==> config.mk <==
export PLATFORM = sky130hd
export DESIGN_NAME = asd_div
export DESIGN_NICKNAME = d
export VERILOG_FILES = /design/src/hdl/asd_pkg.sv /design/src/hdl/asd_div.sv
export SDC_FILE = /design/constraint.sdc
export NUM_CORES = 1
export LEC_CHECK = 0
export ABC_AREA = 1
export BUFFER_PORTS_ARGS = -buffer_cell sky130_fd_sc_hd__buf_4
export CAP_MARGIN = 20
export CORE_ASPECT_RATIO = 2
export CORE_UTILIZATION = 30
export CTS_BUF_LIST = sky130_fd_sc_hd__clkbuf_4 sky130_fd_sc_hd__clkbuf_8 sky130_fd_sc_hd__clkbuf_16
export DETAILED_ROUTE_END_ITERATION = 16
export GPL_ROUTABILITY_DRIVEN = 0
export GPL_TIMING_DRIVEN = 0
export PLACE_DENSITY = 0.53
export SLEW_MARGIN = 20
export SYNTH_ARGS = -nofsm -noshare
export SYNTH_HDL_FRONTEND = slang
export SYNTH_SLANG_ARGS = --single-unit
==> constraint.sdc <==
create_clock -name clk -period 4.3 [get_ports clk]
set_clock_uncertainty 0.15 [all_clocks]
set_input_delay 0.86 -clock clk [delete_from_list [all_inputs] [get_ports clk]]
set_output_delay 0.86 -clock clk [all_outputs]
set_load 0.02 [all_outputs]
==> src/hdl/asd_pkg.sv <==
package asd_pkg;

  // field and state widths
  localparam int PRICE_W     = 48;
  localparam int QTY_W       = 32;
  localparam int STEP_W      = 32;
  localparam int ACC_W       = 64;
  localparam int COUNT_W     = 32;
  localparam int LIMIT_W     = 47;
  localparam int THRESH_W    = 16;
  localparam int BPS_W       = 47;
  localparam int QUOTE_W     = 47;
  localparam int CFG_DATA_W  = 47;
  localparam int CFG_INDEX_W = 1;

  // queue between front and back
  localparam int QUEUE_DEPTH = 2;

  // fill product split: low half unsigned, high half signed
  localparam int HALF_W      = 24;
  localparam int LO_PROD_W   = HALF_W + QTY_W;
  localparam int HI_PROD_W   = ACC_W - HALF_W;

  // spread division
  localparam int BPS_SCALE   = 10000;
  localparam int SCALE_W     = 14;
  localparam int SPREAD_W    = QUOTE_W;
  localparam int DIVIDEND_W  = SPREAD_W + SCALE_W;
  localparam int QUO_W       = 15;
  localparam int QCNT_W      = 4;
  localparam int BPS_MAX     = 20000;

  localparam logic [1:0] ACT_FILL  = 2'd0;
  localparam logic [1:0] ACT_QUOTE = 2'd1;
  localparam logic [1:0] ACT_EOS   = 2'd2;

  localparam logic [CFG_INDEX_W-1:0] CFG_POSITION_LIMIT = 1'd0;
  localparam logic [CFG_INDEX_W-1:0] CFG_THRESHOLD_BPS  = 1'd1;

  localparam logic [LIMIT_W-1:0]  POSITION_LIMIT_RST = 47'd1000000;
  localparam logic [THRESH_W-1:0] THRESHOLD_RST      = 16'd5;

  typedef enum logic [1:0] {
    CMD_FILL,
    CMD_QUOTE,
    CMD_EOS
  } cmd_kind_t;

  typedef enum logic [2:0] {
    BK_IDLE,
    BK_FILL_ACC,
    BK_EOS_PREP,
    BK_EOS_DIV,
    BK_EOS_DONE
  } back_state_t;

  typedef struct packed {
    logic [1:0]                action;
    logic signed [PRICE_W-1:0] fill_price;
    logic [QTY_W-1:0]          fill_size;
    logic signed [PRICE_W-1:0] quote_bid;
    logic signed [PRICE_W-1:0] quote_ask;
    logic [STEP_W-1:0]         step_number;
  } in_item_t;

  typedef struct packed {
    logic                    signal_valid;
    logic [BPS_W-1:0]        spread_bps;
    logic [STEP_W-1:0]       signal_step;
    logic                    halt_request;
    logic signed [ACC_W-1:0] position_out;
    logic signed [ACC_W-1:0] pnl_out;
    logic [COUNT_W-1:0]      fills_out;
    logic [COUNT_W-1:0]      signals_out;
  } out_item_t;

  typedef struct packed {
    cmd_kind_t                 kind;
    logic signed [PRICE_W-1:0] price;
    logic [QTY_W-1:0]          qty;
    logic [QUOTE_W-1:0]        bid;
    logic                      bid_ok;
    logic [QUOTE_W-1:0]        ask;
    logic                      ask_ok;
    logic [STEP_W-1:0]         step;
  } cmd_t;

  typedef struct packed {
    logic                  start;
    logic [DIVIDEND_W-1:0] dividend;
    logic [SPREAD_W-1:0]   divisor;
  } div_req_t;

  typedef struct packed {
    logic             busy;
    logic             done;
    logic [QUO_W-1:0] quotient;
  } div_rsp_t;

endpackage

==> src/hdl/asd_div.sv <==
module asd_div (
  input  logic              clk,
  input  logic              rst_n,
  input  asd_pkg::div_req_t req,
  output asd_pkg::div_rsp_t rsp
);

  logic                           busy_r;
  logic                           done_r;
  logic [asd_pkg::QCNT_W-1:0]     cnt_r;
  logic [asd_pkg::DIVIDEND_W-1:0] rem_r;
  logic [asd_pkg::DIVIDEND_W-1:0] dsr_r;
  logic [asd_pkg::QUO_W-1:0]      quo_r;
  logic                           fits;
  logic [asd_pkg::DIVIDEND_W-1:0] rem_diff;

  // restoring division, one quotient bit per cycle, msb first
  assign fits     = (rem_r >= dsr_r);
  assign rem_diff = rem_r - dsr_r;

  assign rsp.busy     = busy_r;
  assign rsp.done     = done_r;
  assign rsp.quotient = quo_r;

  always_ff @(posedge clk) begin
    if (!rst_n) begin
      busy_r <= 1'b0;
      done_r <= 1'b0;
      cnt_r  <= '0;
    end else begin
      done_r <= 1'b0;
      if (req.start) begin
        busy_r <= 1'b1;
        cnt_r  <= asd_pkg::QCNT_W'(asd_pkg::QUO_W - 1);
      end else if (busy_r) begin
        if (cnt_r == '0) begin
          busy_r <= 1'b0;
          done_r <= 1'b1;
        end
        cnt_r <= cnt_r - asd_pkg::QCNT_W'(1);
      end
    end
  end

  always_ff @(posedge clk) begin
    if (req.start) begin
      rem_r <= req.dividend;
      dsr_r <= asd_pkg::DIVIDEND_W'(req.divisor) << (asd_pkg::QUO_W - 1);
      quo_r <= '0;
    end else if (busy_r) begin
      if (fits) begin
        rem_r <= rem_diff;
      end
      quo_r <= {quo_r[asd_pkg::QUO_W-2:0], fits};
      dsr_r <= dsr_r >> 1;
    end
  end

endmodule

## After elaboration in Yosys (flattened, before gate mapping)

Cells that the tools add are included.
Widths: inputs -> output; s select.

| word-level totals | value |
|---|---|
| bits of input ports | 111 |
| register bits after elaboration | 143 |
| output and inout bits | 17 |

| cells by class | value |
|---|---|
| reduce and logical (&&, ||, !) cells | 6 |
| order comparisons | 1 |
| bitwise operators | 2 |
| mux-type cells | 11 |
| $add $sub $neg | 2 |

Operators by type and width:

| cell | count |
|---|---|
| $mux 61 | 5 |
| $ge 61x61->1 | 1 |
| $sub 61x61->61 | 1 |
| $mux 4 | 2 |
| $logic_not 4->1 | 1 |
| $mux 1 | 4 |
| $reduce_bool 2->1 | 2 |
| $sub 4x1->4 const B | 1 |
| $reduce_or 3->1 | 1 |
| $not 1->1 | 2 |
| $reduce_and 2->1 | 1 |
| $reduce_or 2->1 | 1 |

## Longest topological paths before layout

Gate-level depths: netlist of the first run.

| depth | value |
|---|---|
| word-level depth | 4 |
| gate-level depth with buffers | 16 |

## Least setup slack after synthesis of the first run

No wires, ideal clock.

| timing path | value |
|---|---|
| kind | flip-flop to flip-flop |
| start | register rem_r[24] (netlist name) |
| end | register rem_r[0] (netlist name), enable pin |
| clock period less this slack | 3.464 ns |
| setup slack | 0.836 ns |
| data required time | 3.729 ns |
| data arrival time | 2.893 ns |
| setup time | 0.421 ns |
| cell stages (with the launch flop) | 14 |
| cell sequence | edfxtp_1 > ha_1 > nand2_2 > nor2_2 > inv_2 > nor2_4 > inv_2 > o21bai_2 > inv_2 > nand2_2 > nand2_1 > nand3_2 > nand2_1 > nand2_1 |

| between the ends | value |
|---|---|
| word-level cells in the longest chain between the ends | 3 |

Ends and longest elaborated chain:

| what | line | source |
|---|---|---|
| start: declaration | asd_div.sv:11 | `logic [asd_pkg::DIVIDEND_W-1:0] rem_r;` |
| start signal: assignment | asd_div.sv:47 | `rem_r <= req.dividend;` |
| start signal: assignment | asd_div.sv:52 | `rem_r <= rem_diff;` |
| $ge 61x61->1 | asd_div.sv:18 | `assign fits = (rem_r >= dsr_r);` |
| $reduce_bool 2->1 (no line) | n/a |  |
| $reduce_and 2->1 (no line) | n/a |  |

No other way between the ends.
A chain may end at the register's enable or synchronous reset.

## Worst setup path after layout of the first run

| timing path | value |
|---|---|
| start | register rem_r[8] (netlist name) |
| end | register rem_r[33] (netlist name), enable pin |

The elaborated chain is that of the path after synthesis.

==> results of run 1 <==
==> final cells by class <==
| type | count | area (um2) | share of cell area |
|---|---|---|---|
| buffer | 30 | 128 | 0.00945 |
| clock buffer | 17 | 425 | 0.0315 |
| clock inverter | 15 | 164 | 0.0121 |
| inverter | 380 | 1430 | 0.106 |
| multi-input combinational | 1211 | 5870 | 0.435 |
| sequential | 143 | 3940 | 0.292 |
| tap | 459 | 574 | 0.0425 |
| timing repair buffer | 127 | 966 | 0.0715 |
==> path summary, 6_finish.rpt <==
check,to,slack (ns),cells past startpoint
worst max-delay path,rem_r[33]$_DFFE_PP_,1.15,14
worst min-delay path,quo_r[14]$_SDFFE_PP0P_,0.33,2
worst max register to register,rem_r[33]$_DFFE_PP_,1.15,14
worst min register to register,quo_r[14]$_SDFFE_PP0P_,0.33,2
==> tightest hold or removal path, cell delays in order (launching register included) <==
cell and delay [ns]:
dfxtp_1 0.33, nand2_1 0.05, o21ai_0 0.07
==> state kept, by name, indices dropped and copies added, names as in the netlist <==
register  cells
busy_r        1
cnt_r         4
done_r        1
dsr_r        61
quo_r        15
rem_r        61
==> stage by stage <==
step,hold slack (ns),cells,total power [W],setup slack [ns],util
after floorplan,0.282,1764,0.00376,0.836,-
after global placement,0.303,2349,0.00466,-0.398,0.346
after detailed placement,0.314,2350,0.00469,1.12,0.346
after CTS,0.331,2382,0.00622,1.11,0.362
after global routing,0.362,2382,0.00661,0.858,0.362
final,0.326,2382,0.00619,1.15,0.362
==> synthesized netlist by cell type, drive strengths merged (2+ instances only) <==
master / instances
or2: 8
nand3: 90
ha: 63
nand4: 14
o22ai: 25
o21bai: 9
and2: 2
inv: 378
o21ai: 77
nand3b: 10
nor3: 16
buf: 7
xor2: 2
edfxtp: 108
xnor2: 15
clkinv: 2
dfxtp: 35
clkbuf: 23
nand2: 707
a21oi: 49
nor2: 119
==> per-layer routing <==
metal | wire (um) | global-route usage | up-vias
li1 | - | - | 5727
met1 | 13100 | 0.181 | 5065
met2 | 22600 | 0.430 | 280
met3 | 1300 | 0.0303 | 141
met4 | 3490 | 0.182 | 0
met5 | 0 | 0 | -
==> where the power goes <==
part | leakage (nW) | total [W] | internal (W) | switching [W]
Clock | 0.293 | 0.00152 | 0.000783 | 0.000738
Sequential | 1.39 | 0.00179 | 0.00173 | 0.0000593
Combinational | 5.41 | 0.00288 | 0.000924 | 0.00196
==> cell families after synthesis <==
family / Yosys count / synth area share
AOI/OAI and AO/OA: 163 / 0.0785
xor gates and xnor gates: 17 / 0.0131
adders and majority gates: 64 / 0.0711
buffers and inverters: 410 / 0.137
DFF: 143 / 0.347
and+or+nand+nor: 967 / 0.354
==> flow_metrics.py, run 1 <==
metrics = {
    "global_route": {
        "grt_max_degree": 57,
        "antenna_found_initial": 0,
        "grt_overflow": 0,
        "grt_pass1_wl_um": 61500,
        "gr-usage-all-layers": 0.215,
        "first_global_vias": 11564,
    },
    "synth": {
        "synth_top_area_cell": "edfxtp_1",
        "syn_inst": 1764,
        "syn_avg_cell_area_um2": 6.44,
        "yosysUniqueCellTypes": 38,
        "synthArstFlopShare": 0,
        "syn-num-nets": 1939,
        "yosys_warnings": 0,
        "synth_area_um2": 11400,
        "yosysTopAreaCellShare": 0.285,
        "synthFlopType": "edfxtp_1",
        "synth.top_cells.by_area": "edfxtp_1, nand2_1, inv_1, ha_1, dfxtp_1",
        "ys_seq_area_frac": 0.347,
        "synth_enable_flop_cells": 108,
        "ys_ff_latch": 143,
    },
    "sta": {
        "period_needed_ns": 3.15,
        "worst_pin_slew_ns": 0.928,
        "rsz0062_at_grt": "false",
        "hold_viol_final": 0,
        "fmax_mhz": 317,
        "slew_headroom": 0.382,
        "setup-violations-final": 0,
        "tns_ns": 0,
        "fin_crit_sh": 0.733,
        "slew_viol_final": 0,
    },
    "routing": {
        "viasPerCell": 4.71,
        "dr.first_iter.drc_count": 541,
        "ant_nets": 0,
        "vias": 11213,
        "wl_per_cell_um": 17.0,
        "drc": 0,
        "dr.pass1.iters": 6,
        "drt-total-wl_um": 40500,
    },
    "setup_path": {
        "cp.arrival_ns": 3.14,
        "critPathLaunch": "rem_r[8]$_DFFE_PP_",
        "critPathTopFamily": "simple AND/OR/NAND/NOR gates",
        "crit_buf_inv": 2,
        "crit_top_cell": "nand2_1",
        "crit_fanout": 32,
        "worstPathRequired_ns": 4.29,
        "crit_path_end_kind": "register",
        "critPathSlowestCell": "edfxtp_1",
        "cpPeakStageDelay_ns": 0.38,
        "crit_path_start_kind": "register",
        "cp_cell_sequence": "ha_1 -> nand2_1 -> nor2_1 -> nand2_1 -> inv_1 -> nand2_1 -> nand2_1 -> nand3_1 -> nand2_2 -> nand2_1 -> nand3_2 -> nand2_1 -> nand2_4 -> buf_12",
        "r2r_start": "rem_r[8]$_DFFE_PP_",
        "critical_path_class": "reg2reg",
    },
    "layout": {
        "n_fill_cell": 4164,
        "final_common_cell": "nand2_1",
        "synthToLayoutAreaGrowth_pct": 18.8,
        "final_layout_size_suffix_gt1_frac": 0.120,
        "mostFrequentLayoutCells": "nand2_1, inv_1, buf_4",
        "final_nets": 2085,
        "insertedDiodeCount": 0,
        "design_area_um2": 13500,
    },
    "floorplanning": {
        "ioPinCount": 128,
        "rows": 100,
        "floorplan.initialDensity": 0.305,
        "die_x_um": 140,
        "chipHeight_um": 277,
        "dieArea_um2": 38700,
        "core_um2": 37300,
    },
    "placement": {
        "port_buffers": 126,
        "dpl.hpwl_um": 34100,
        "placed_area_um2": 12900,
    },
    "cts": {
        "clock-sinks": 143,
        "post_cts_resized": 0,
        "holdBufCountCts": 0,
        "cts_root_buf": "clkbuf_16",
        "clk_pin_slew_ns": 0.07,
        "insertion_delay_ns": 0.46,
        "cts_buffers": 17,
        "ctsLongestPathBuffers": 2,
        "cts.htree.levels": 4,
        "cts_setup_buffers": 0,
        "cts_tree": "built",
    },
    "power": {
        "ir_drop_v": 0.000304,
        "powerDensity_nw_per_um2": 458,
        "leakage_nw": 7.09,
    },
    "outcome": {
        "status": "finished clean",
    },
    "worst_hold_path": {
        "hp-class": "reg2reg",
        "hold_start": "quo_r[14]$_SDFFE_PP0P_",
    },
    "job": {
        "maxCapViolCount": 0,
    },
}
Note: power is estimated with default switching activity, not from simulation.
==> inputs of run 2 (changes only) <==
--- a/config.mk
+++ b/config.mk
@@ -14,7 +14,7 @@
 export DETAILED_ROUTE_END_ITERATION = 16
 export GPL_ROUTABILITY_DRIVEN = 0
 export GPL_TIMING_DRIVEN = 0
-export PLACE_DENSITY = 0.53
+export PLACE_DENSITY = 0.55
 export SLEW_MARGIN = 20
 export SYNTH_ARGS = -nofsm -noshare
 export SYNTH_HDL_FRONTEND = slang
==> constraint.sdc (replaced) <==
create_clock -name clk -period 2.7 [get_ports clk]
set_clock_uncertainty 0.15 [all_clocks]
set_input_delay 0.54 -clock clk [delete_from_list [all_inputs] [get_ports clk]]
set_output_delay 0.54 -clock clk [all_outputs]
set_load 0.02 [all_outputs]
==> flow_metrics.py, run 2 (synthesized netlist as in run 1, its figures left out) <==
metrics = {
    "setup_path": {
        "ff2ff_path_depth": 11,
        "crit_fanout": 8,
        "cp.arrival_ns": 2.73,
        "crit_path_start_kind": "register",
        "r2r-end": "rem_r[34]$_DFFE_PP_",
        "worstPathRequired_ns": 2.70,
        "critPathLaunch": "rem_r[33]$_DFFE_PP_",
        "r2r_slack_ns": -0.03,
        "crit_path_end_kind": "register",
        "critical_path_class": "reg2reg",
        "r2r_start": "rem_r[33]$_DFFE_PP_",
        "critPathCapture": "rem_r[34]$_DFFE_PP_",
    },
    "power": {
        "ir_drop_v": 0.000490,
        "leakage_nw": 7.19,
        "powerDensity_nw_per_um2": 734,
        "power_w": 0.0105,
    },
    "worst_hold_path": {
        "hp-class": "in2reg",
        "hold_path_depth": 3,
    },
    "floorplanning": {
        "ioPinCount": 128,
        "dieArea_um2": 38700,
        "chipHeight_um": 277,
        "die_x_um": 140,
        "rows": 100,
        "core_um2": 37300,
        "floorplan.initialDensity": 0.305,
    },
    "layout": {
        "top_regs": "dsr_r (61), rem_r (61), quo_r (15)",
        "mostFrequentLayoutCells": "nand2_1, inv_1, buf_4",
        "final_layout_size_suffix_gt1_frac": 0.180,
        "final_common_cell": "nand2_1",
        "final_util": 0.384,
        "insertedDiodeCount": 0,
        "instances_no_fill": 2394,
        "synthToLayoutAreaGrowth_pct": 26.0,
        "final_nets": 2097,
        "design_area_um2": 14300,
    },
    "global_route": {
        "antenna_found_initial": 0,
        "grt_pass1_wl_um": 63600,
        "first_global_vias": 11751,
        "gr-usage-all-layers": 0.221,
        "grt_overflow": 0,
        "grt_max_degree": 57,
    },
    "job": {
        "maxCapViolCount": 0,
    },
    "routing": {
        "dr.pass1.iters": 7,
        "viasPerCell": 4.78,
        "ant_nets": 0,
        "drt-total-wl_um": 41900,
        "dr.first_iter.drc_count": 621,
        "drc": 0,
        "vias": 11451,
        "wl_per_cell_um": 17.5,
    },
    "cts": {
        "ctsLongestPathBuffers": 2,
        "cts_buffers": 17,
        "cts_root_buf": "clkbuf_16",
        "cts.htree.levels": 4,
        "clock-sinks": 143,
        "clk_pin_slew_ns": 0.07,
        "insertion_delay_ns": 0.46,
        "cts_tree": "built",
    },
    "placement": {
        "dp_slack_ns": -0.582,
        "dpl.hpwl_um": 33800,
        "port_buffers": 126,
        "placed_area_um2": 12900,
        "dp_cells": 2349,
    },
    "sta": {
        "slew_viol_final": 0,
        "fin_crit_sh": 1.01,
        "fmax_mhz": 366,
        "period_needed_ns": 2.73,
        "setup-violations-final": 45,
        "rsz0062_at_grt": "true",
        "hold_viol_final": 0,
        "setup_ws_ns": -0.0307,
        "worst_pin_slew_ns": 0.877,
        "slew_headroom": 0.415,
    },
    "outcome": {
        "status": "finished with violations",
        "violations": "setup timing",
    },
}
[run 2: changes by cell type in the layout (fill, tap and decap cells not counted), sizes merged]
cell,before,now
buf,134,141
nand2,707,712
inv,389,385
clkinv,6,9
clkinvlp,0,1
[run 2: report_power, final]
group          leakage, nW  switching (W)  internal, W  total [W]
clock                0.298        0.00120      0.00126    0.00246
combinational         5.51        0.00335      0.00178    0.00514
sequential            1.39       0.000145      0.00276    0.00290
[run 2: timing repair]
item | 4_1_cts | 5_1_grt
cloned | 5 | 0
setup endpoints to repair | 72 | 97
hold buffers | 0 | 0
pin swaps | 7 | 16
buffers inserted | 0 | 8
resized for setup | 65 | 68
[run 2: area by class of cell]
cell class / count / area, um2
Fill cell: 4091 / 23000
Multi-Input combinational cell: 1216 / 6620
Sequential cell: 143 / 3940
Inverter: 380 / 1430
Timing Repair Buffer: 134 / 1010
Tap cell: 459 / 574
Clock buffer: 17 / 425
Clock inverter: 15 / 189
Buffer: 30 / 128
[run 2: per-layer routing]
| layer | part of all wire | GRT usage |
|---|---|---|
| met5 | 0 | 0 |
| met4 | 0.076 | 0.171 |
| met3 | 0.029 | 0.0273 |
| met2 | 0.57 | 0.442 |
| met1 | 0.33 | 0.194 |
[run 2: critical path, stage by stage, from the launching register on]
cell      delay (ns)
edfxtp_1        0.44
ha_4            0.33
nand2_1         0.11
nor2_2          0.19
inv_1           0.11
nor2_4          0.16
nand2_1         0.13
nor3_1          0.15
nand2_1         0.11
nand3_4         0.15
nand2_8         0.17
nand2_8         0.21
[run 2: how the worst min path moves through the flow]
stage	startpoint	endpoint	slack (ns)
floorplan	dsr_r[0]$_SDFFE_PP0P_	dsr_r[0]$_SDFFE_PP0P_	0.28
global placement	quo_r[14]$_SDFFE_PP0P_	quo_r[14]$_SDFFE_PP0P_	0.30
detailed placement	quo_r[14]$_SDFFE_PP0P_	quo_r[14]$_SDFFE_PP0P_	0.31
CTS	rst_n	cnt_r[2]$_SDFFE_PN0P_	0.16
global route	rst_n	cnt_r[2]$_SDFFE_PN0P_	0.19
finish	rst_n	cnt_r[2]$_SDFFE_PN0P_	0.18
[run 2: per-stage QoR]
| stage | hold WS [ns] | setup TNS (ns) |
|---|---|---|
| after CTS | 0.161 | 0 |
| after detailed placement | 0.306 | -35.23 |
| after floorplan | 0.282 | 0 |
| after global routing | 0.188 | -4.24 |
| after global placement | 0.301 | -34.02 |
| final | 0.175 | -0.821 |
==> inputs of run 3 (changes only) <==
--- a/config.mk
+++ b/config.mk
@@ -5,16 +5,16 @@
 export SDC_FILE = /design/constraint.sdc
 export NUM_CORES = 1
 export LEC_CHECK = 0
-export ABC_AREA = 1
 export BUFFER_PORTS_ARGS = -buffer_cell sky130_fd_sc_hd__buf_4
 export CAP_MARGIN = 20
 export CORE_ASPECT_RATIO = 2
 export CORE_UTILIZATION = 30
 export CTS_BUF_LIST = sky130_fd_sc_hd__clkbuf_4 sky130_fd_sc_hd__clkbuf_8 sky130_fd_sc_hd__clkbuf_16
+export CTS_CLUSTER_DIAMETER = 50
 export DETAILED_ROUTE_END_ITERATION = 16
 export GPL_ROUTABILITY_DRIVEN = 0
 export GPL_TIMING_DRIVEN = 0
-export PLACE_DENSITY = 0.55
+export PLACE_DENSITY = 0.56
 export SLEW_MARGIN = 20
 export SYNTH_ARGS = -nofsm -noshare
 export SYNTH_HDL_FRONTEND = slang
==> constraint.sdc (replaced) <==
create_clock -name clk -period 2.5 [get_ports clk]
set_clock_uncertainty 0.15 [all_clocks]
set_input_delay 0.5 -clock clk [delete_from_list [all_inputs] [get_ports clk]]
set_output_delay 0.5 -clock clk [all_outputs]
set_load 0.02 [all_outputs]
==> flow_metrics.py, run 3 <==
metrics = {
    "outcome": {
        "status": "finished with violations",
        "violations": "setup timing",
    },
    "routing": {
        "dr.first_iter.drc_count": 532,
        "drc": 0,
        "ant_nets": 0,
        "vias": 9055,
        "wl_per_cell_um": 19.5,
        "drt-total-wl_um": 33600,
        "dr.pass1.iters": 5,
        "viasPerCell": 5.26,
    },
    "worst_hold_path": {
        "hp-class": "in2reg",
        "hold_start": "rst_n",
    },
    "cts": {
        "insertion_delay_ns": 0.46,
        "cts.htree.levels": 4,
        "clk_pin_slew_ns": 0.06,
        "ctsLongestPathBuffers": 2,
        "clock-sinks": 143,
        "holdBufCountCts": 0,
        "cts_tree": "built",
        "cts_buffers": 17,
        "cts_root_buf": "clkbuf_16",
    },
    "sta": {
        "slew_headroom": 0.406,
        "worst_pin_slew_ns": 0.891,
        "setup_ws_ns": -0.860,
        "rsz0062_at_grt": "true",
        "setup-violations-final": 113,
        "fmax_mhz": 298,
        "slew_viol_final": 0,
        "hold_slack_ns": 0.151,
        "fin_crit_sh": 1.34,
        "tns_ns": -78.50,
        "hold_viol_final": 0,
        "period_needed_ns": 3.36,
    },
    "synth": {
        "synthFlopType": "edfxtp_1",
        "syn_inst": 1055,
        "ys_seq_area_frac": 0.408,
        "syn-num-nets": 1230,
        "netlist_top_cells_count": "nand2_1, edfxtp_1, a21oi_1",
        "synth_enable_flop_cells": 108,
        "yosysTopAreaCellShare": 0.335,
        "synthArstFlopShare": 0,
        "ys_ff_latch": 143,
        "yosysMostFrequentCell": "nand2_1",
        "synth.top_cells.by_area": "edfxtp_1, ha_1, dfxtp_1, nand2_1, a21oi_1",
        "yosysUniqueCellTypes": 76,
        "synth_top_area_cell": "edfxtp_1",
        "yosys_warnings": 0,
        "syn_avg_cell_area_um2": 9.17,
        "synth_area_um2": 9670,
    },
    "setup_path": {
        "crit_fanout": 7,
        "cp.arrival_ns": 3.43,
        "critPathTopFamily": "compound AO/OA/AOI/OAI gates",
        "critPathLaunch": "dsr_r[9]$_SDFFE_PP0P_",
        "ff2ff_path_depth": 13,
        "worstPathRequired_ns": 2.57,
        "crit_buf_inv": 3,
        "critical_path_class": "reg2reg",
        "cpPeakStageDelay_ns": 0.38,
        "crit_path_start_kind": "register",
        "critPathCapture": "rem_r[24]$_DFFE_PP_",
        "r2r_slack_ns": -0.86,
        "r2r_start": "dsr_r[9]$_SDFFE_PP0P_",
        "crit_top_cell": "o21bai_4",
        "critPathSlowestCell": "a311o_1",
        "cp_cell_sequence": "inv_1 -> ha_4 -> a21oi_4 -> nor2b_1 -> a311o_1 -> o21bai_4 -> nand4_4 -> a211oi_4 -> o41ai_4 -> a41oi_2 -> o21bai_4 -> buf_12 -> clkbuf_16",
        "cp_num_cells": 13,
        "crit_path_end_kind": "register",
        "r2r-end": "rem_r[24]$_DFFE_PP_",
    },
    "global_route": {
        "antenna_found_initial": 0,
        "grt_max_degree": 25,
        "grt_overflow": 0,
        "gr-usage-all-layers": 0.202,
        "grt_pass1_wl_um": 49500,
        "first_global_vias": 9215,
    },
    "power": {
        "leakage_nw": 5.53,
        "pwr-share-clk": 0.188,
        "p_seq_frac": 0.248,
        "ir_drop_v": 0.000583,
        "power_frac_comb": 0.564,
        "p_sw_frac": 0.410,
        "powerDensity_nw_per_um2": 983,
        "power_w": 0.0134,
        "internal_power_w": 0.00788,
        "p_switching_w": 0.00548,
    },
    "floorplanning": {
        "rows": 92,
        "dieArea_um2": 33000,
        "floorplan.initialDensity": 0.306,
        "core_um2": 31700,
        "ioPinCount": 128,
        "die_x_um": 129,
        "chipHeight_um": 256,
    },
    "layout": {
        "synthToLayoutAreaGrowth_pct": 40.4,
        "insertedDiodeCount": 0,
        "top_regs": "dsr_r (61), rem_r (61), quo_r (15)",
        "final_common_cell": "buf_4",
        "final_nets": 1460,
        "design_area_um2": 13600,
        "final_layout_size_suffix_gt1_frac": 0.330,
        "mostFrequentLayoutCells": "buf_4, nand2_1, edfxtp_1",
    },
    "placement": {
        "port_buffers": 126,
        "placed_area_um2": 11400,
        "dp_slack_ns": -1.64,
        "dpl.hpwl_um": 24400,
    },
    "job": {
        "maxCapViolCount": 0,
    },
}
## run 3: cell types whose count changed in the layout (fill, tap and decap cells not counted), moves of 29 or more
cell / before / now
nand2_1: 670 / 130
inv_1: 364 / 73
nand3_1: 78 / 5
buf_4: 137 / 180
o21ai_1: 7 / 44
buf_6: 0 / 29
## run 3: layer usage
metal / GRT usage / vias to the layer above / wire length, um
met2: 0.388 / 301 / 18600
met5: 0 / - / 0
met4: 0.138 / 0 / 2320
met3: 0.0299 / 125 / 1240
met1: 0.192 / 4331 / 11400
li1: - / 4298 / -
## run 3: logic make-up (layout without fill, tap and decap cells)
group | Yosys count | in the layout | share of synthesized area
AOI/OAI and AO/OA | 326 | 326 | 0.222
xor gates and xnor gates | 60 | 60 | 0.0543
adders and majority gates | 64 | 64 | 0.0835
buffers and inverters | 135 | 377 | 0.0564
DFF | 143 | 143 | 0.408
muxes | 34 | 34 | 0.0360
and+or+nand+nor | 293 | 294 | 0.140
## run 3: power by group through the flow
stage | Combinational (W) | Clock [W] | Sequential, W
floorplan | 0.00399 | 0 | 0.00329
global placement | 0.00536 | 0 | 0.00333
detailed placement | 0.00542 | 0 | 0.00334
CTS | 0.00672 | 0.00256 | 0.00329
global route | 0.00808 | 0.00263 | 0.00334
finish | 0.00753 | 0.00251 | 0.00331
## run 3: worst register-to-register path: stages, from the launching register on
cell and delay [ns]:
dfxtp_2 0.34, inv_1 0.09, ha_4 0.29, a21oi_4 0.18, nor2b_1 0.06, a311o_1 0.38, o21bai_4 0.19, nand4_4 0.15
a211oi_4 0.35, o41ai_4 0.12, a41oi_2 0.36, o21bai_4 0.12, buf_12 0.18, clkbuf_16 0.17
## run 3: worst min-delay path by stage
stage / endpoint / slack, ns / depth (start not counted)
6_report: cnt_r[3]$_SDFFE_PN0P_ / 0.15 / 2
5_1_grt: cnt_r[3]$_SDFFE_PN0P_ / 0.14 / 2
2_1_floorplan: dsr_r[0]$_SDFFE_PP0P_ / 0.32 / 2
3_3_place_gp: quo_r[14]$_SDFFE_PP0P_ / 0.34 / 2
4_1_cts: cnt_r[3]$_SDFFE_PN0P_ / 0.13 / 2
3_5_place_dp: quo_r[14]$_SDFFE_PP0P_ / 0.36 / 2
## run 3: cell type report
type                            instances  area (um2)
Fill cell                            3093       18100
Multi-Input combinational cell        778        6090
Sequential cell                       143        3950
Timing Repair Buffer                  215        1910
Tap cell                              423         529
Clock buffer                           22         487
Inverter                               79         298
Buffer                                 51         248
Clock inverter                         10        73.8
## run 3: timing repair
action / 4_1_cts / 5_1_grt
cloned: 3 / 4
setup buffers: 52 / 37
pin swaps: 48 / 55
endpoints found under the setup margin: 228 / 116
gates resized for setup: 144 / 84
hold endpoints to repair: 0 / 0
## run 3: per-stage QoR
| step | util | cells |
|---|---|---|
| floorplan | - | 1055 |
| global placement | 0.357 | 1604 |
| detailed placement | 0.359 | 1606 |
| CTS | 0.408 | 1691 |
| global route | 0.429 | 1721 |
| finish | 0.429 | 1721 |
